## src/sv/srq_pkg.sv

```systemverilog
`default_nettype none
// ----------------------------------------------------------------------------
// srq_pkg
// Types, codes and constants shared by the sonar range qualifier.
// ----------------------------------------------------------------------------
package srq_pkg;

  localparam int DIST_W   = 16;
  localparam int RANGE_W  = 15;
  localparam int PCT_W    = 7;
  localparam int TIME_W   = 32;
  localparam int ERRCNT_W = 3;
  localparam int CFG_AW   = 2;
  localparam int CFG_DW   = 15;

  localparam int IN_TDATA_W  = 56;
  localparam int OUT_TDATA_W = 24;

  localparam int DEF_ERROR_LIMIT     = 5;
  localparam int DEF_ACCEPT_DELAY_MS = 700;

  localparam logic [RANGE_W-1:0] MIN_RANGE_RST  = 15'd25;
  localparam logic [RANGE_W-1:0] MAX_RANGE_RST  = 15'd200;
  localparam logic [PCT_W-1:0]   TILT_LIMIT_RST = 7'd18;
  localparam logic [RANGE_W-1:0] JUMP_LIMIT_RST = 15'd50;

  localparam logic [PCT_W-1:0]         FULL_PCT   = 7'd100;
  localparam logic signed [DIST_W-1:0] NO_DIST    = -16'sd1;
  localparam logic signed [DIST_W-1:0] NO_READING = 16'sd0;

  typedef enum logic [CFG_AW-1:0] {
    REG_MIN_RANGE  = 2'd0,
    REG_MAX_RANGE  = 2'd1,
    REG_TILT_LIMIT = 2'd2,
    REG_JUMP_LIMIT = 2'd3
  } cfg_reg_t;

  typedef enum logic [1:0] {
    ST_NONE   = 2'd0,
    ST_FIRST  = 2'd1,
    ST_STEADY = 2'd2
  } contact_t;

  typedef enum logic [1:0] {
    BR_UNKNOWN = 2'd0,
    BR_LOWER   = 2'd1,
    BR_UPPER   = 2'd2
  } breach_t;

endpackage
`default_nettype wire

```

## src/sv/sonar_range_qualifier.sv

```systemverilog
// A result passes the input register, then the state and output-valid registers.
// Throughput: one transaction per cycle unless out_tready stalls the output;
// the qualification logic between the input register and the state registers is a
// single pass of compares and adds. Reset: synchronous, active low; clears the
// pipeline, the state and restores the register defaults.
`default_nettype none
// ----------------------------------------------------------------------------
// sonar_range_qualifier
// Qualifies raw sonar distance readings against range, tilt and jump limits
// and tracks a contact status.
// ----------------------------------------------------------------------------
module sonar_range_qualifier
  import srq_pkg::*;
#(
  parameter int ERROR_LIMIT     = DEF_ERROR_LIMIT,
  parameter int ACCEPT_DELAY_MS = DEF_ACCEPT_DELAY_MS
) (
  input  wire logic                   clk,
  input  wire logic                   rst_n,
  input  wire logic                   in_tvalid,
  output logic                        in_tready,
  // raw_distance[15:0], level_percent[22:16], now_ms[54:23], zero[55]
  input  wire logic [IN_TDATA_W-1:0]  in_tdata,
  output logic                        out_tvalid,
  input  wire logic                   out_tready,
  // filtered_distance[15:0], contact_status[17:16], breach_code[19:18], zero[23:20]
  output logic [OUT_TDATA_W-1:0]      out_tdata,
  input  wire logic                   cfg_we,
  input  wire logic [CFG_AW-1:0]      cfg_addr,
  input  wire logic [CFG_DW-1:0]      cfg_wdata
);

  localparam logic [ERRCNT_W-1:0] ERR_LIM = ERRCNT_W'(ERROR_LIMIT);
  localparam logic [TIME_W-1:0]   DELAY   = TIME_W'(ACCEPT_DELAY_MS);

  logic [RANGE_W-1:0] min_range_r, max_range_r, jump_limit_r;
  logic [PCT_W-1:0]   tilt_limit_r;

  logic                     s1_valid_r;
  logic signed [DIST_W-1:0] s1_raw_r;
  logic [PCT_W-1:0]         s1_level_r;
  logic [TIME_W-1:0]        s1_now_r;
  logic                     out_valid_r;

  logic signed [DIST_W-1:0] current_r, current_nxt;
  logic signed [DIST_W-1:0] last_good_r, last_good_nxt;
  logic [ERRCNT_W-1:0]      err_cnt_r, err_cnt_nxt;
  logic [TIME_W-1:0]        deadline_r, deadline_nxt;
  contact_t                 status_r, status_nxt;
  breach_t                  breach_r, breach_nxt;

  logic                     advance;
  logic                     update;
  logic [PCT_W-1:0]         level_clip;
  logic [PCT_W-1:0]         tilt;
  logic                     tilt_ok;
  logic signed [DIST_W-1:0] min_s, max_s;
  logic                     sane;
  logic signed [DIST_W-1:0] cand;
  logic signed [DIST_W:0]   diff;
  logic [DIST_W:0]          mag;
  logic signed [DIST_W-1:0] cur;

  assign advance    = !out_valid_r || out_tready;
  assign in_tready  = !s1_valid_r || advance;
  assign update     = s1_valid_r && advance && (s1_raw_r != NO_READING);
  assign out_tvalid = out_valid_r;
  assign out_tdata  = {4'b0000, breach_r, status_r, current_r};

  always_ff @(posedge clk) begin
    if (!rst_n) begin
      min_range_r  <= MIN_RANGE_RST;
      max_range_r  <= MAX_RANGE_RST;
      tilt_limit_r <= TILT_LIMIT_RST;
      jump_limit_r <= JUMP_LIMIT_RST;
    end else if (cfg_we) begin
      case (cfg_addr)
        REG_MIN_RANGE:  min_range_r  <= cfg_wdata;
        REG_MAX_RANGE:  max_range_r  <= cfg_wdata;
        REG_TILT_LIMIT: tilt_limit_r <= cfg_wdata[PCT_W-1:0];
        REG_JUMP_LIMIT: jump_limit_r <= cfg_wdata;
        default: ;
      endcase
    end
  end

  always_ff @(posedge clk) begin
    if (in_tvalid && in_tready) begin
      s1_raw_r   <= $signed(in_tdata[15:0]);
      s1_level_r <= in_tdata[22:16];
      s1_now_r   <= in_tdata[54:23];
    end
  end

  always_ff @(posedge clk) begin
    if (!rst_n) begin
      s1_valid_r  <= 1'b0;
      out_valid_r <= 1'b0;
    end else begin
      if (in_tready) begin
        s1_valid_r <= in_tvalid;
      end
      if (advance) begin
        out_valid_r <= s1_valid_r;
      end
    end
  end

  always_comb begin
    level_clip = (s1_level_r > FULL_PCT) ? FULL_PCT : s1_level_r;
    tilt       = FULL_PCT - level_clip;
    tilt_ok    = tilt < tilt_limit_r;
    min_s      = $signed({1'b0, min_range_r});
    max_s      = $signed({1'b0, max_range_r});
    sane       = (s1_raw_r >= min_s) && (s1_raw_r <= max_s) && tilt_ok;

    last_good_nxt = last_good_r;
    err_cnt_nxt   = err_cnt_r;
    breach_nxt    = breach_r;
    deadline_nxt  = deadline_r;
    status_nxt    = status_r;

    if (sane) begin
      last_good_nxt = s1_raw_r;
      err_cnt_nxt   = '0;
      breach_nxt    = BR_UNKNOWN;
      cand          = s1_raw_r;
    end else begin
      err_cnt_nxt = (err_cnt_r < ERR_LIM) ? err_cnt_r + 1'b1 : ERR_LIM;
      if (tilt_ok && (s1_raw_r != NO_DIST)) begin
        if (s1_raw_r <= min_s) breach_nxt = BR_LOWER;
        if (s1_raw_r >= max_s) breach_nxt = BR_UPPER;
      end else begin
        breach_nxt = BR_UNKNOWN;
      end
      cand = (err_cnt_nxt != ERR_LIM) ? last_good_r : NO_DIST;
    end

    diff = {cand[DIST_W-1], cand} - {current_r[DIST_W-1], current_r};
    mag  = diff[DIST_W] ? (DIST_W+1)'(0) - diff : diff;
    cur  = cand;
    if ((current_r != NO_DIST) && (cand != NO_DIST) && (jump_limit_r != '0)
        && (mag > {2'b00, jump_limit_r})) begin
      cur = NO_DIST;
    end
    current_nxt = cur;

    if (cur[DIST_W-1]) begin
      last_good_nxt = NO_DIST;
      status_nxt    = ST_NONE;
    end else begin
      case (status_r)
        ST_NONE: begin
          status_nxt   = ST_FIRST;
          deadline_nxt = s1_now_r + DELAY;
        end
        ST_FIRST: begin
          if (s1_now_r >= deadline_r) status_nxt = ST_STEADY;
        end
        default: ;
      endcase
    end
  end

  always_ff @(posedge clk) begin
    if (!rst_n) begin
      current_r   <= NO_DIST;
      last_good_r <= NO_DIST;
      err_cnt_r   <= '0;
      deadline_r  <= '0;
      status_r    <= ST_NONE;
      breach_r    <= BR_UNKNOWN;
    end else if (update) begin
      current_r   <= current_nxt;
      last_good_r <= last_good_nxt;
      err_cnt_r   <= err_cnt_nxt;
      deadline_r  <= deadline_nxt;
      status_r    <= status_nxt;
      breach_r    <= breach_nxt;
    end
  end

`ifndef NO_ASSERTIONS
  a_err_cnt_bounded: assert property (@(posedge clk) disable iff (!rst_n)
    err_cnt_r <= ERR_LIM)
    else $error("error count exceeds its limit");

  a_contact_has_dist: assert property (@(posedge clk) disable iff (!rst_n)
    (status_r != ST_NONE) |-> (current_r != NO_DIST))
    else $error("contact reported without a distance");

  a_lost_clears_good: assert property (@(posedge clk) disable iff (!rst_n)
    (current_r == NO_DIST) |-> (last_good_r == NO_DIST))
    else $error("last good distance kept after losing the distance");

  a_steady_via_first: assert property (@(posedge clk) disable iff (!rst_n)
    (status_r == ST_STEADY && $past(status_r) != ST_STEADY) |->
      ($past(status_r) == ST_FIRST))
    else $error("steady contact reached without first contact");
`endif

endmodule
`default_nettype wire
```

## config.mk

```make
export PLATFORM = sky130hd
export DESIGN_NAME = sonar_range_qualifier
export DESIGN_NICKNAME = d
export VERILOG_FILES = /design/src/sv/srq_pkg.sv /design/src/sv/sonar_range_qualifier.sv
export SDC_FILE = /design/constraint.sdc
export NUM_CORES = 1
export LEC_CHECK = 0
export BUFFER_PORTS_ARGS = -buffer_cell sky130_fd_sc_hd__buf_2
export CAP_MARGIN = 10
export CORE_ASPECT_RATIO = 1.25
export CORE_MARGIN = 4
export CORE_UTILIZATION = 65
export CTS_CLUSTER_SIZE = 30
export DETAILED_ROUTE_END_ITERATION = 7
export PLACE_DENSITY_LB_ADDON = 0.08
export SYNTH_ARGS = -nofsm -noshare
export SYNTH_HDL_FRONTEND = slang
export SYNTH_SLANG_ARGS = --single-unit
```

## constraint.sdc

```tcl
create_clock -name clk -period 18.9 [get_ports clk]
set_input_delay 3.78 -clock clk [delete_from_list [all_inputs] [get_ports clk]]
set_output_delay 3.78 -clock clk [all_outputs]
set_load 0.03 [all_outputs]
```

# [Yosys cells after proc, flatten, opt, wreduce, memory -nomap -nowiden]
# Index checks and enable logic that the tools add are counted.
[classes] mux=16 magnitude_cmp=9 bitwise_logic=1 reduce_logical=27 eq_ne=10 n_addsub=5
[op_table] operator="$mux 16" n=5
[op_table] operator="$ne 16x1->1 const B" n=3
[op_table] operator="$add 32x10->32 const B" n=1
[op_table] operator="$ge 16x16->1" n=2
[op_table] operator="$ge 32x32->1" n=1
[op_table] operator="$le 16x16->1" n=2
[op_table] operator="$gt 17x15->1" n=1
[op_table] operator="$mux 17" n=1
[op_table] operator="$sub 1x17->17 const A" n=1
[op_table] operator="$sub 16x16->17" n=1
[op_table] operator="$reduce_bool 16->1" n=1
[op_table] operator="$reduce_bool 15->1" n=1
[op_table] operator="$mux 2" n=6
[op_table] operator="$reduce_and 2->1" n=6
[op_table] operator="$logic_and 1x1->1" n=9
[op_table] operator="$gt 7x7->1 const B" n=1
[op_table] operator="$lt 7x7->1" n=1
[op_table] operator="$mux 7" n=1
[op_table] operator="$sub 7x7->7 const A" n=1
[op_table] operator="$mux 3" n=2
[op_table] operator="$ne 3x3->1 const B" n=2
[op_table] operator="$reduce_and 3->1" n=2
[op_table] operator="$eq 2x1->1 const B" n=2
[op_table] operator="$eq 2x2->1 const B" n=2
[op_table] operator="10 further kinds" n=13
[totals] in_bits=78 reg_bits=180 wordCells=83 out_inout_bits=26

# [Logic depth before layout (Yosys ltp)]
# Gate-level depths: netlist (run 1).
[logic_depth] ltp_word=14 mapped_depth=38 depth_no_buf=34

# [Worst setup path after synthesis (run 1)]
# No wires, ideal clock.
[synth_timing] kind="input port to output port" start="in out_tready" end="out in_tready" path_slack_ns=10.963 t_arrival_ns=4.157 path_stages=2 path_cell_list="nor2b_1 nand2_1"
[synth_between] elab_chain_cells=2
[synth_lines] item="start, declared" line="sonar_range_qualifier.sv:25" rtl="input wire logic out_tready,"
[synth_lines] item="$logic_or 1x1->1" line="sonar_range_qualifier.sv:64" rtl="assign advance = !out_valid_r || out_tready;"
[synth_lines] item="$logic_or 1x1->1" line="sonar_range_qualifier.sv:65" rtl="assign in_tready = !s1_valid_r || advance;"
[synth_lines] item="end, declared" line="sonar_range_qualifier.sv:21" rtl="output logic in_tready,"
# No other way between the ends.

# [Worst setup path in the final report (run 1)]
[layout_timing] start="reg s1_level_r[0]" end="reg last_good_r[0]"
[layout_between] elab_chain_cells=14 elab_cells_between_ends=18 cone_classes="add/sub: 3; order compare: 3; eq/ne: 1; mux: 5; reduce/logical: 6"
[layout_lines] item="start, declared" line="sonar_range_qualifier.sv:41" rtl="logic [PCT_W-1:0] s1_level_r;"
[layout_lines] item="start signal, assigned" line="sonar_range_qualifier.sv:90" rtl="s1_level_r <= in_tdata[22:16];"
[layout_lines] item="$gt 7x7->1" line="sonar_range_qualifier.sv:110" rtl="level_clip = (s1_level_r > FULL_PCT) ? FULL_PCT : s1_level_r;"
[layout_lines] item="$mux 7 *" line="sonar_range_qualifier.sv:110"
[layout_lines] item="$sub 7x7->7 *" line="sonar_range_qualifier.sv:111" rtl="tilt = FULL_PCT - level_clip;"
[layout_lines] item="$lt 7x7->1 *" line="sonar_range_qualifier.sv:112" rtl="tilt_ok = tilt < tilt_limit_r;"
[layout_lines] item="$logic_and 1x1->1 *" line="sonar_range_qualifier.sv:115" rtl="sane = (s1_raw_r >= min_s) && (s1_raw_r <= max_s) && tilt_ok;"
[layout_lines] item="$mux 16" line="sonar_range_qualifier.sv:123" rtl="if (sane) begin"
[layout_lines] item="$sub 16x16->17" line="sonar_range_qualifier.sv:139" rtl="diff = {cand[DIST_W-1], cand} - {current_r[DIST_W-1], current_r};"
[layout_lines] item="$sub 1x17->17" line="sonar_range_qualifier.sv:140" rtl="mag = diff[DIST_W] ? (DIST_W+1)'(0) - diff : diff;"
[layout_lines] item="$mux 17" line="sonar_range_qualifier.sv:140"
[layout_lines] item="$gt 17x15->1" line="sonar_range_qualifier.sv:143" rtl="&& (mag > {2'b00, jump_limit_r})) begin"
[layout_lines] item="$logic_and 1x1->1" line="sonar_range_qualifier.sv:143"
[layout_lines] item="$mux 16" line="sonar_range_qualifier.sv:142" rtl="if ((current_r != NO_DIST) && (cand != NO_DIST) && (jump_limit_r != '0)"
[layout_lines] item="$reduce_bool 2->1 (no line)"
[layout_lines] item="$reduce_and 2->1 (no line)"
[layout_lines] item="end signal, assigned" line="sonar_range_qualifier.sv:175" rtl="last_good_r <= last_good_nxt;"
[layout_lines] item="end, declared" line="sonar_range_qualifier.sv:46" rtl="logic signed [DIST_W-1:0] last_good_r, last_good_nxt;"
# Every way passes the cells marked *; elsewhere a longest branch is shown, timed or not.
# A chain may end at the register's enable or synchronous reset.

==> flow_metrics.py, run 1 <==
metrics = {
    "synthesis": {
        "synth_sequential_area_ratio_pct": 38.4,
        "synth_area_per_cell_um2": 8.65,
        "synth_compound_area_share_pct": 18.6,
        "synth_cell_type_count": 80,
        "main_combinational_cell_family_by_area_after_synthesis": "simple AND/OR/NAND/NOR gates",
        "synth_xor_area_share_pct": 4.04,
        "synth_simple_gate_area_share_pct": 19.3,
        "postSynth.topFlopCell": "dfxtp_1",
        "syn_inst": 1251,
        "syn_area_um2": 10800,
        "number_of_enable_flip_flop_cells_after_synthesis": 55,
        "post_synth_fa_ha_maj_area_fraction_pct": 12.0,
        "synth_seq_cells": 180,
        "yosysWarnings": 0,
        "synth.area.mux_share_pct": 0.832,
        "synth_async_sr_flop_share_pct": 0,
    },
    "die": {
        "starting_density_pct": 66.6,
        "core_um2": 16300,
        "die_h_um": 152,
        "design.die.area_um2": 18800,
        "fp-row-count": 52,
        "fp.dieW_um": 123,
        "ioPinCount": 104,
    },
    "power": {
        "seqPwrFrac_pct": 36.5,
        "combinationalPowerShare_pct": 33.9,
        "cellPowerDensity_nw_per_um2": 101,
        "power_switching_mw": 0.421,
        "totalPowerFinal_mw": 1.21,
        "pwr-share-clk_pct": 29.5,
        "leakage_power_figure_nw": 5.16,
        "max-vdd-ir-drop_mv": 0.0671,
        "switching_share_of_power_pct": 34.9,
        "internal-power_mw": 0.786,
    },
    "clocking": {
        "cts_tree": "done",
        "clock_tree.htree_level_count": 4,
        "cts.sinks": 180,
        "cts-buffers-inserted": 17,
        "cts-root-to-sink-buffers": 2,
        "clkLatencyLatePin_ns": 0.43,
        "post_cts.repair.setup_buffers": 0,
        "clock_tree.root_cell": "clkbuf_16",
        "path_clk_slew_ns": 0.07,
        "post_cts_resize_count": 0,
        "cts-hold-fix-buffers": 0,
    },
    "drt": {
        "postRouteWirelength_mm": 26.0,
        "drtPass1Iterations": 5,
        "first_iter_violations": 607,
        "via_per_inst": 5.95,
        "drtAntennaViolNets": 0,
        "routed_wire_length_per_instance_um": 16.8,
        "vias": 9226,
        "residual_drc": 0,
    },
    "worst_hold_path": {
        "hold_path.class": "register to register",
    },
    "outcome": {
        "status": "finished, final reports clean",
    },
    "finish": {
        "most_common_cell_after_layout_fill_and_taps_aside": "nand2_1",
        "final_cell_mix": "nand2_1, inv_1, dfxtp_1",
        "layout.cell_area.non_filler_um2": 12000,
        "n_antenna_cell": 0,
        "areaGrowthSynthToFinish_pct": 10.9,
        "drive_above_1_share_pct": 12.2,
        "finish.net_count": 1503,
        "final_cells": 1551,
    },
    "timing": {
        "worst-slew-pin-transition_ns": 1.09,
        "finalSetupViolations": 0,
        "period_needed_ns": 8.65,
        "final_max_slew_viol_count": 0,
        "worst_clock_skew_on_the_final_layout_ns": 0.0106,
        "layout_worst_path_cycle_share_pct": 45.8,
        "rsz0062_at_grt": "false",
        "timing.max_slew.rel_slack_pct": 27.1,
        "clock.fmax_mhz": 116,
        "hold_viol_final": 0,
        "tns_ns": 0,
    },
    "worst_setup_path": {
        "timing.setup.critical_path_class": "register to register",
        "ff2ff_setup_slack_ns": 10.25,
        "critical_path.max_stage_delay_ns": 0.54,
        "timing.critical_path.required_ns": 19.22,
        "cp-end-kind": "register",
        "worstPathMaxFanout": 38,
        "worst-endpoint-arrival_ns": 8.97,
        "cp-start-kind": "register",
        "cell_type_of_the_slowest_stage_on_the_worst_timing_path": "a21bo_2",
    },
    "place": {
        "placement.io_buffers": 98,
        "place.detailed.instances": 1519,
        "place_hpwl_mm": 19.0,
        "gp_routability_congestion": 0.916,
        "postPlaceCellArea_um2": 11400,
    },
    "global_route": {
        "grt_start_max_net_pins": 85,
        "grt_pass1_vias": 8768,
        "groute.layer.met1.usage_pct": 34.9,
        "antenna_violations_before_repair": 0,
        "overall_global_routing_resource_usage_pct": 28.2,
        "globalRouteMet3Util_pct": 4.68,
        "grt-busiest-layer": "met2",
        "global_route_wire_length_before_repair_mm": 42.4,
        "gr-total-overflow": 0,
        "grt.met2_usage_pct": 47.4,
    },
    "flow_run": {
        "drv_cap": 0,
    },
}
stage by stage:
step,setup WS [ns],utilization (%),hold slack [ns]
6_report,10.25,73.8,0.454
4_1_cts,10.28,73.8,0.457
5_1_grt,9.49,73.8,0.475
2_1_floorplan,10.96,-,0.435
3_3_place_gp,10.43,70.1,0.442
3_5_place_dp,10.30,70.1,0.448
metal layers:
metal	up-vias	routed length, µm	part of all wire (%)
met5	-	0	0
met3	74	1350	5.2
met1	4315	10800	41
met4	0	1040	4.0
li1	4570	-	-
met2	267	12800	49
flip-flops by register name (all words and copies together) (netlist names), 15 cells and up:
signal        flops
deadline_r       32
current_r        16
last_good_r      16
jump_limit_r     15
min_range_r      15
max_range_r      15
s1_raw_r         16
s1_now_r         32
kinds of logic (layout without fill, tap and decap cells):
logic type,count (synthesis),after routing
adders and majority gates,103,103
buffers and inverters,184,265
xor gates and xnor gates,50,50
other,1,4
muxes,9,9
AOI/OAI and AO/OA,297,297
DFF,180,180
and+or+nand+nor,427,427
final timing paths:
path	end	cells after the start	start
worst max-delay path	last_good_r[0]$_SDFFE_PN1P_	31	s1_level_r[0]$_DFFE_PP_
worst min-delay path	jump_limit_r[7]$_SDFFE_PN0P_	2	jump_limit_r[7]$_SDFFE_PN0P_
worst max register to register	last_good_r[0]$_SDFFE_PN1P_	31	s1_level_r[0]$_DFFE_PP_
worst min register to register	jump_limit_r[7]$_SDFFE_PN0P_	2	jump_limit_r[7]$_SDFFE_PN0P_
Yosys cell counts (30+ instances only):
library cell  number  share of area, %
clkbuf_1          38               1.3
dfxtp_1          125                23
nand2_1          153               5.3
nand3_1           30               1.4
inv_1            126               4.4
edfxtp_1          55                15
nand4_1           32               1.8
ha_1             102                12
xnor2_1           32               2.6
o21ai_0           45               2.1
a21oi_1          100               4.6
nor2_1            95               3.3
cell type report:
class | count | area, µm²
clock inverter | 10 | 108
fill | 1276 | 4260
timing repair buffer | 106 | 551
sequential | 180 | 4150
inverter | 127 | 477
clock buffer | 22 | 497
tap | 216 | 270
multi-input combinational | 890 | 5950
power by group through the flow:
stage | registers [mW] | clock network [mW] | logic (mW)
after detailed placement | 0.449 | 0 | 0.403
after CTS | 0.440 | 0.360 | 0.407
after global routing | 0.443 | 0.380 | 0.458
after global placement | 0.448 | 0 | 0.392
after floorplan | 0.447 | 0 | 0.312
final | 0.441 | 0.356 | 0.409
worst max-delay path: cells and delay by family (launching register included):
family / cells / cell delay [ns]
fa+ha+maj: 3 / 0.97
flops: 1 / 0.44
simple gates: 11 / 2.70
xor+xnor: 1 / 0.17
buf+inv: 1 / 0.11
compound gates: 15 / 4.13
Note: power is estimated with default switching activity, not from simulation.
==> inputs of run 2 (changes only) <==
Settings changed: ABC_AREA from default to 1, CORE_UTILIZATION 65 to 60.
Clock period 18.9 ns to 8.73 ns, I/O delays scaled along.
==> flow_metrics.py, run 2 <==
metrics = {
    "outcome": {
        "status": "finished, final reports clean",
    },
    "timing": {
        "hold_ws_ns": 0.457,
        "finalSetupViolations": 0,
        "worst-slew-pin-transition_ns": 0.870,
        "clock.fmax_mhz": 132,
        "final_max_slew_viol_count": 0,
        "layout_worst_path_cycle_share_pct": 86.8,
        "rsz0062_at_grt": "false",
        "timing.max_slew.rel_slack_pct": 41.9,
        "tns_ns": 0,
        "worst_clock_skew_on_the_final_layout_ns": 0.00685,
        "period_needed_ns": 7.57,
        "post-route-worst-setup-slack_ns": 1.16,
        "hold_viol_final": 0,
    },
    "worst_setup_path": {
        "cp-start-kind": "register",
        "reg2reg_depth": 46,
        "timing.critical_path.buf_inv": 5,
        "worst-endpoint-arrival_ns": 7.93,
        "cpMostUsedCell": "nand2_1",
        "timing.setup.critical_path_class": "register to register",
        "timing.critical_path.required_ns": 9.09,
        "regToRegStartpoint": "s1_level_r[0]$_DFFE_PP_",
        "critPathTopFamily": "simple AND/OR/NAND/NOR gates",
        "ff2ff_setup_slack_ns": 1.16,
        "cell_type_of_the_slowest_stage_on_the_worst_timing_path": "nand2_4",
        "cp-end-kind": "register",
        "r2r_end": "deadline_r[3]$_SDFFE_PN0P_",
        "worstPathMaxFanout": 64,
        "critical_path.max_stage_delay_ns": 0.49,
    },
    "power": {
        "leakage_power_figure_nw": 5.69,
        "combinationalPowerShare_pct": 35.7,
        "max-vdd-ir-drop_mv": 0.174,
        "internal-power_mw": 1.70,
        "seqPwrFrac_pct": 35.3,
        "power_switching_mw": 1.02,
        "pwr-share-clk_pct": 29.0,
        "switching_share_of_power_pct": 37.5,
        "cellPowerDensity_nw_per_um2": 227,
    },
    "clocking": {
        "clock_tree.root_cell": "clkbuf_16",
        "cts.sinks": 180,
        "cts-buffers-inserted": 17,
        "path_clk_slew_ns": 0.07,
        "clkLatencyLatePin_ns": 0.43,
        "post_cts_resize_count": 0,
        "post_cts.repair.setup_buffers": 0,
        "cts-root-to-sink-buffers": 2,
        "clock_tree.htree_level_count": 4,
        "cts_tree": "done",
        "cts-hold-fix-buffers": 0,
    },
    "die": {
        "fp-row-count": 54,
        "design.die.area_um2": 20200,
        "starting_density_pct": 61.5,
        "ioPinCount": 104,
        "die_h_um": 158,
        "fp.dieW_um": 128,
        "core_um2": 17600,
    },
    "synthesis": {
        "synth_seq_cells": 180,
        "synth.top_cells.by_count": "nand2_1, inv_1, a21oi_1, dfxtp_1, ha_1",
        "synth_most_common_cell": "nand2_1",
        "ys_top_cells_by_area": "dfxtp_1, edfxtp_1, ha_1, nand2_1, inv_1",
        "synth_area_per_cell_um2": 7.59,
        "synth_largest_area_cell": "dfxtp_1",
        "synth_sequential_area_ratio_pct": 38.5,
        "synth_async_sr_flop_share_pct": 0,
        "postSynth.topFlopCell": "dfxtp_1",
        "synth_cell_type_count": 46,
        "number_of_enable_flip_flop_cells_after_synthesis": 55,
        "netlist.area_leader.share_pct": 23.2,
        "syn_area_um2": 10800,
        "yosysWarnings": 0,
        "syn_inst": 1423,
    },
    "global_route": {
        "overall_global_routing_resource_usage_pct": 26.4,
        "grt_pass1_vias": 9288,
        "global_route_wire_length_before_repair_mm": 43.1,
        "grt_start_max_net_pins": 88,
        "gr-total-overflow": 0,
        "antenna_violations_before_repair": 0,
    },
    "worst_hold_path": {
        "hold_depth": 2,
        "hold_path.class": "register to register",
        "hold_path.startpoint": "deadline_r[26]$_SDFFE_PN0P_",
        "min_delay_worst_endpoint": "deadline_r[26]$_SDFFE_PN0P_",
    },
    "finish": {
        "layout.core_utilization_pct": 68.2,
        "drive_above_1_share_pct": 10.1,
        "seqCellArea_um2": 4150,
        "final_cells": 1740,
        "fill_cell_count": 1558,
        "multi_input_area_um2": 5540,
        "final_cell_mix": "nand2_1, inv_1, a21oi_1",
        "most_common_cell_after_layout_fill_and_taps_aside": "nand2_1",
        "finish.net_count": 1684,
        "areaGrowthSynthToFinish_pct": 10.9,
        "layout_top_registers": "deadline_r (32), s1_now_r (32)",
        "n_antenna_cell": 0,
    },
    "drt": {
        "residual_drc": 0,
        "routed_wire_length_per_instance_um": 14.9,
        "postRouteWirelength_mm": 25.9,
        "first_iter_violations": 632,
        "vias": 9450,
        "drtAntennaViolNets": 0,
        "drtPass1Iterations": 5,
        "via_per_inst": 5.43,
    },
    "place": {
        "gp_routability_congestion": 0.918,
        "placement.io_buffers": 98,
        "place_worst_setup_slack_ns": 1.21,
        "place_hpwl_mm": 19.1,
        "place.detailed.instances": 1707,
    },
    "flow_run": {
        "drv_cap": 0,
    },
}
[run 2: cell types whose count changed after synthesis, sizes merged, moves of 13 or more]
cell and change:
nand2 +136, nand2b -15, o2111ai -14, nand3 +51
a21oi +52, a21o -24, clkbuf -16, xnor2 -18
o21ai +57, o211a -14, nor2b -13, inv +106
[run 2: area by class of cell]
cell class | instances | area share, %
sequential | 180 | 34.7
clock buffer | 18 | 3.58
inverter | 233 | 7.30
multi-input combinational | 971 | 46.3
clock inverter | 14 | 1.44
timing repair buffer | 100 | 4.33
tap | 224 | 2.34
[run 2: through the flow]
step | power, mW | instance area, µm²
after floorplan | 1.73 | 10800
after global placement | 1.91 | 11400
after detailed placement | 1.94 | 11400
after CTS | 2.73 | 12000
after global routing | 2.93 | 12000
final | 2.72 | 12000
[run 2: metal layers]
| layer | part of all wire, % | global-route usage, % |
|---|---|---|
| met1 | 42 | 31.3 |
| met2 | 51 | 48.7 |
| met3 | 4.2 | 4.56 |
| met4 | 2.3 | 7.68 |
| met5 | 0 | 0 |
[run 2: worst max path at each step]
| stage | from | to | slack, ns | cells after the start |
|---|---|---|---|---|
| floorplan | s1_level_r[0]$_DFFE_PP_ | deadline_r[28]$_SDFFE_PN0P_ | 3.02 | 42 |
| global placement | s1_level_r[0]$_DFFE_PP_ | deadline_r[3]$_SDFFE_PN0P_ | 1.39 | 46 |
| detailed placement | s1_level_r[0]$_DFFE_PP_ | deadline_r[3]$_SDFFE_PN0P_ | 1.21 | 45 |
| CTS | s1_level_r[0]$_DFFE_PP_ | deadline_r[3]$_SDFFE_PN0P_ | 1.16 | 46 |
| global route | s1_level_r[0]$_DFFE_PP_ | deadline_r[3]$_SDFFE_PN0P_ | 0.23 | 46 |
| finish | s1_level_r[0]$_DFFE_PP_ | deadline_r[3]$_SDFFE_PN0P_ | 1.16 | 46 |
[run 2: cell families after synthesis]
group                      after synthesis  synth area share (%)
and+or+nand+nor                        531                  21.2
AOI/OAI and AO/OA                      292                  14.7
buffers and inverters                  275                  10.3
DFF                                    180                  38.5
adders and majority gates              103                  12.0
xor gates and xnor gates                41                  3.32
other                                    1                0.0347
[run 2: worst reg2reg max path, delay by kind of cell, from the launching register on]
family,cells,cell delay (ns)
buf+inv,5,0.62
flops,1,0.44
compound gates,11,1.91
fa+ha+maj,4,1.18
simple gates,26,3.37
[run 2: power by group through the flow]
stage          registers (mW)  logic [mW]  clock network (mW)
3_3_place_gp            0.978       0.930                   0
5_1_grt                 0.967        1.13               0.833
3_5_place_dp            0.979       0.962                   0
6_report                0.961       0.972               0.790
2_1_floorplan           0.981       0.746                   0
4_1_cts                 0.961       0.974               0.798
==> inputs of run 3 (changes only) <==
Settings changed: GPL_TIMING_DRIVEN from default to 0, PLACE_DENSITY_LB_ADDON 0.08 to 0.15.
==> flow_metrics.py, run 3 (same netlist as run 2, synthesis figures left out) <==
metrics = {
    "drt": {
        "vias": 9832,
        "drtAntennaViolNets": 0,
        "drtPass1Iterations": 5,
        "residual_drc": 0,
        "routed_wire_length_per_instance_um": 15.2,
        "first_iter_violations": 589,
        "postRouteWirelength_mm": 27.1,
        "via_per_inst": 5.52,
    },
    "timing": {
        "period_needed_ns": 6.84,
        "layout_worst_path_cycle_share_pct": 78.4,
        "clock.fmax_mhz": 146,
        "timing.max_slew.rel_slack_pct": 39.5,
        "worst-slew-pin-transition_ns": 0.908,
        "finalSetupViolations": 0,
        "tns_ns": 0,
        "hold_viol_final": 0,
        "rsz0062_at_grt": "false",
        "worst_clock_skew_on_the_final_layout_ns": 0.00881,
        "final_max_slew_viol_count": 0,
        "post-route-worst-setup-slack_ns": 1.89,
    },
    "die": {
        "fp.dieW_um": 128,
        "starting_density_pct": 61.5,
        "design.die.area_um2": 20200,
        "die_h_um": 158,
        "core_um2": 17600,
        "ioPinCount": 104,
        "fp-row-count": 54,
    },
    "power": {
        "seqPwrFrac_pct": 35.5,
        "combinationalPowerShare_pct": 36.5,
        "switching_share_of_power_pct": 36.9,
        "internal-power_mw": 1.71,
        "max-vdd-ir-drop_mv": 0.148,
        "power_switching_mw": 1.00,
        "totalPowerFinal_mw": 2.71,
        "pwr-share-clk_pct": 28.0,
        "leakage_power_figure_nw": 5.81,
        "cellPowerDensity_nw_per_um2": 222,
    },
    "worst_setup_path": {
        "timing.setup.critical_path_class": "register to register",
        "cp-end-kind": "register",
        "regToRegStartpoint": "s1_level_r[0]$_DFFE_PP_",
        "cp-start-kind": "register",
        "timing.critical_path.required_ns": 9.08,
        "cell_type_of_the_slowest_stage_on_the_worst_timing_path": "edfxtp_1",
        "cpMostUsedCell": "nand2_1",
        "critical_path.max_stage_delay_ns": 0.43,
        "worst-endpoint-arrival_ns": 7.20,
        "crit_start": "s1_level_r[0]$_DFFE_PP_",
        "worstPathMaxFanout": 10,
    },
    "flow_run": {
        "drv_cap": 0,
    },
    "finish": {
        "areaGrowthSynthToFinish_pct": 13.0,
        "n_antenna_cell": 0,
        "final_cell_mix": "nand2_1, inv_1, a21oi_1",
        "fill_cell_count": 1494,
        "finish.net_count": 1725,
        "drive_above_1_share_pct": 11.0,
        "layout_top_registers": "deadline_r (32), s1_now_r (32)",
        "most_common_cell_after_layout_fill_and_taps_aside": "nand2_1",
    },
    "global_route": {
        "grt_pass1_vias": 9338,
        "grt_start_max_net_pins": 43,
        "grt-busiest-layer": "met2",
        "antenna_violations_before_repair": 0,
        "groute.layer.met1.usage_pct": 31.5,
        "gr-total-overflow": 0,
        "globalRouteMet3Util_pct": 4.05,
        "overall_global_routing_resource_usage_pct": 27.1,
        "grt.met2_usage_pct": 49.8,
        "global_route_wire_length_before_repair_mm": 43.9,
    },
    "clocking": {
        "post_cts.repair.setup_buffers": 0,
        "clock_tree.root_cell": "clkbuf_16",
        "cts-hold-fix-buffers": 0,
        "post_cts_resize_count": 0,
        "cts-root-to-sink-buffers": 2,
        "clkLatencyLatePin_ns": 0.43,
        "clock_tree.htree_level_count": 4,
        "cts_tree": "done",
        "cts.sinks": 180,
        "cts-buffers-inserted": 17,
        "path_clk_slew_ns": 0.07,
    },
    "place": {
        "placement.io_buffers": 98,
        "gp_routability_congestion": 0.925,
        "place_hpwl_mm": 20.8,
        "place_worst_setup_slack_ns": 1.98,
    },
    "worst_hold_path": {
        "hold_path.startpoint": "deadline_r[22]$_SDFFE_PN0P_",
        "hold_path.class": "register to register",
    },
    "outcome": {
        "status": "finished, final reports clean",
    },
}
-- run 3: power groups by stage --
stage | combinational, mW | sequential [mW] | clock [mW]
floorplan | 0.746 | 0.981 | 0
global placement | 0.950 | 0.979 | 0
detailed placement | 0.983 | 0.980 | 0
CTS | 0.990 | 0.962 | 0.767
global route | 1.14 | 0.967 | 0.808
finish | 0.990 | 0.963 | 0.761
-- run 3: final cells by class --
cell class	instances	area, µm²	area share [%]
plain buffers	42	239	1.96
inverters	233	875	7.17
clock inverters	10	80.1	0.656
flip-flops and latches	180	4150	34.1
clock buffers	22	517	4.24
repair buffers	99	510	4.18
well taps	224	280	2.30
multi-input cells	971	5540	45.4
-- run 3: routing by layer --
metal | vias up | wire (µm) | part of all wire [%]
met1 | 4499 | 10900 | 40
met5 | - | 0 | 0
met2 | 308 | 13800 | 51
met3 | 68 | 1500 | 5.5
met4 | 0 | 891 | 3.3
li1 | 4957 | - | -
-- run 3: final timing paths --
kind	endpoint	slack, ns	cells after the start
min	deadline_r[22]$_SDFFE_PN0P_	0.46	2
max reg2reg	deadline_r[17]$_SDFFE_PN0P_	1.89	52
max	deadline_r[17]$_SDFFE_PN0P_	1.89	52
min reg2reg	deadline_r[22]$_SDFFE_PN0P_	0.46	2
-- run 3: worst max-delay path, delay by kind of cell (launching register included) --
| kind | cells | cell delay [ns] |
|---|---|---|
| AOI/OAI and AO/OA | 9 | 1.49 |
| adders and majority gates | 4 | 1.19 |
| buffers and inverters | 8 | 1.03 |
| DFF | 1 | 0.43 |
| and+or+nand+nor | 31 | 2.65 |
-- run 3: stage by stage --
step	cells	util [%]	hold WS (ns)	instance area (µm²)
after floorplan	1426	-	0.430	10800
after global placement	1748	65.9	0.442	11600
after detailed placement	1749	66.0	0.445	11600
after CTS	1781	69.4	0.462	12200
after global routing	1781	69.4	0.481	12200
final	1781	69.4	0.460	12200
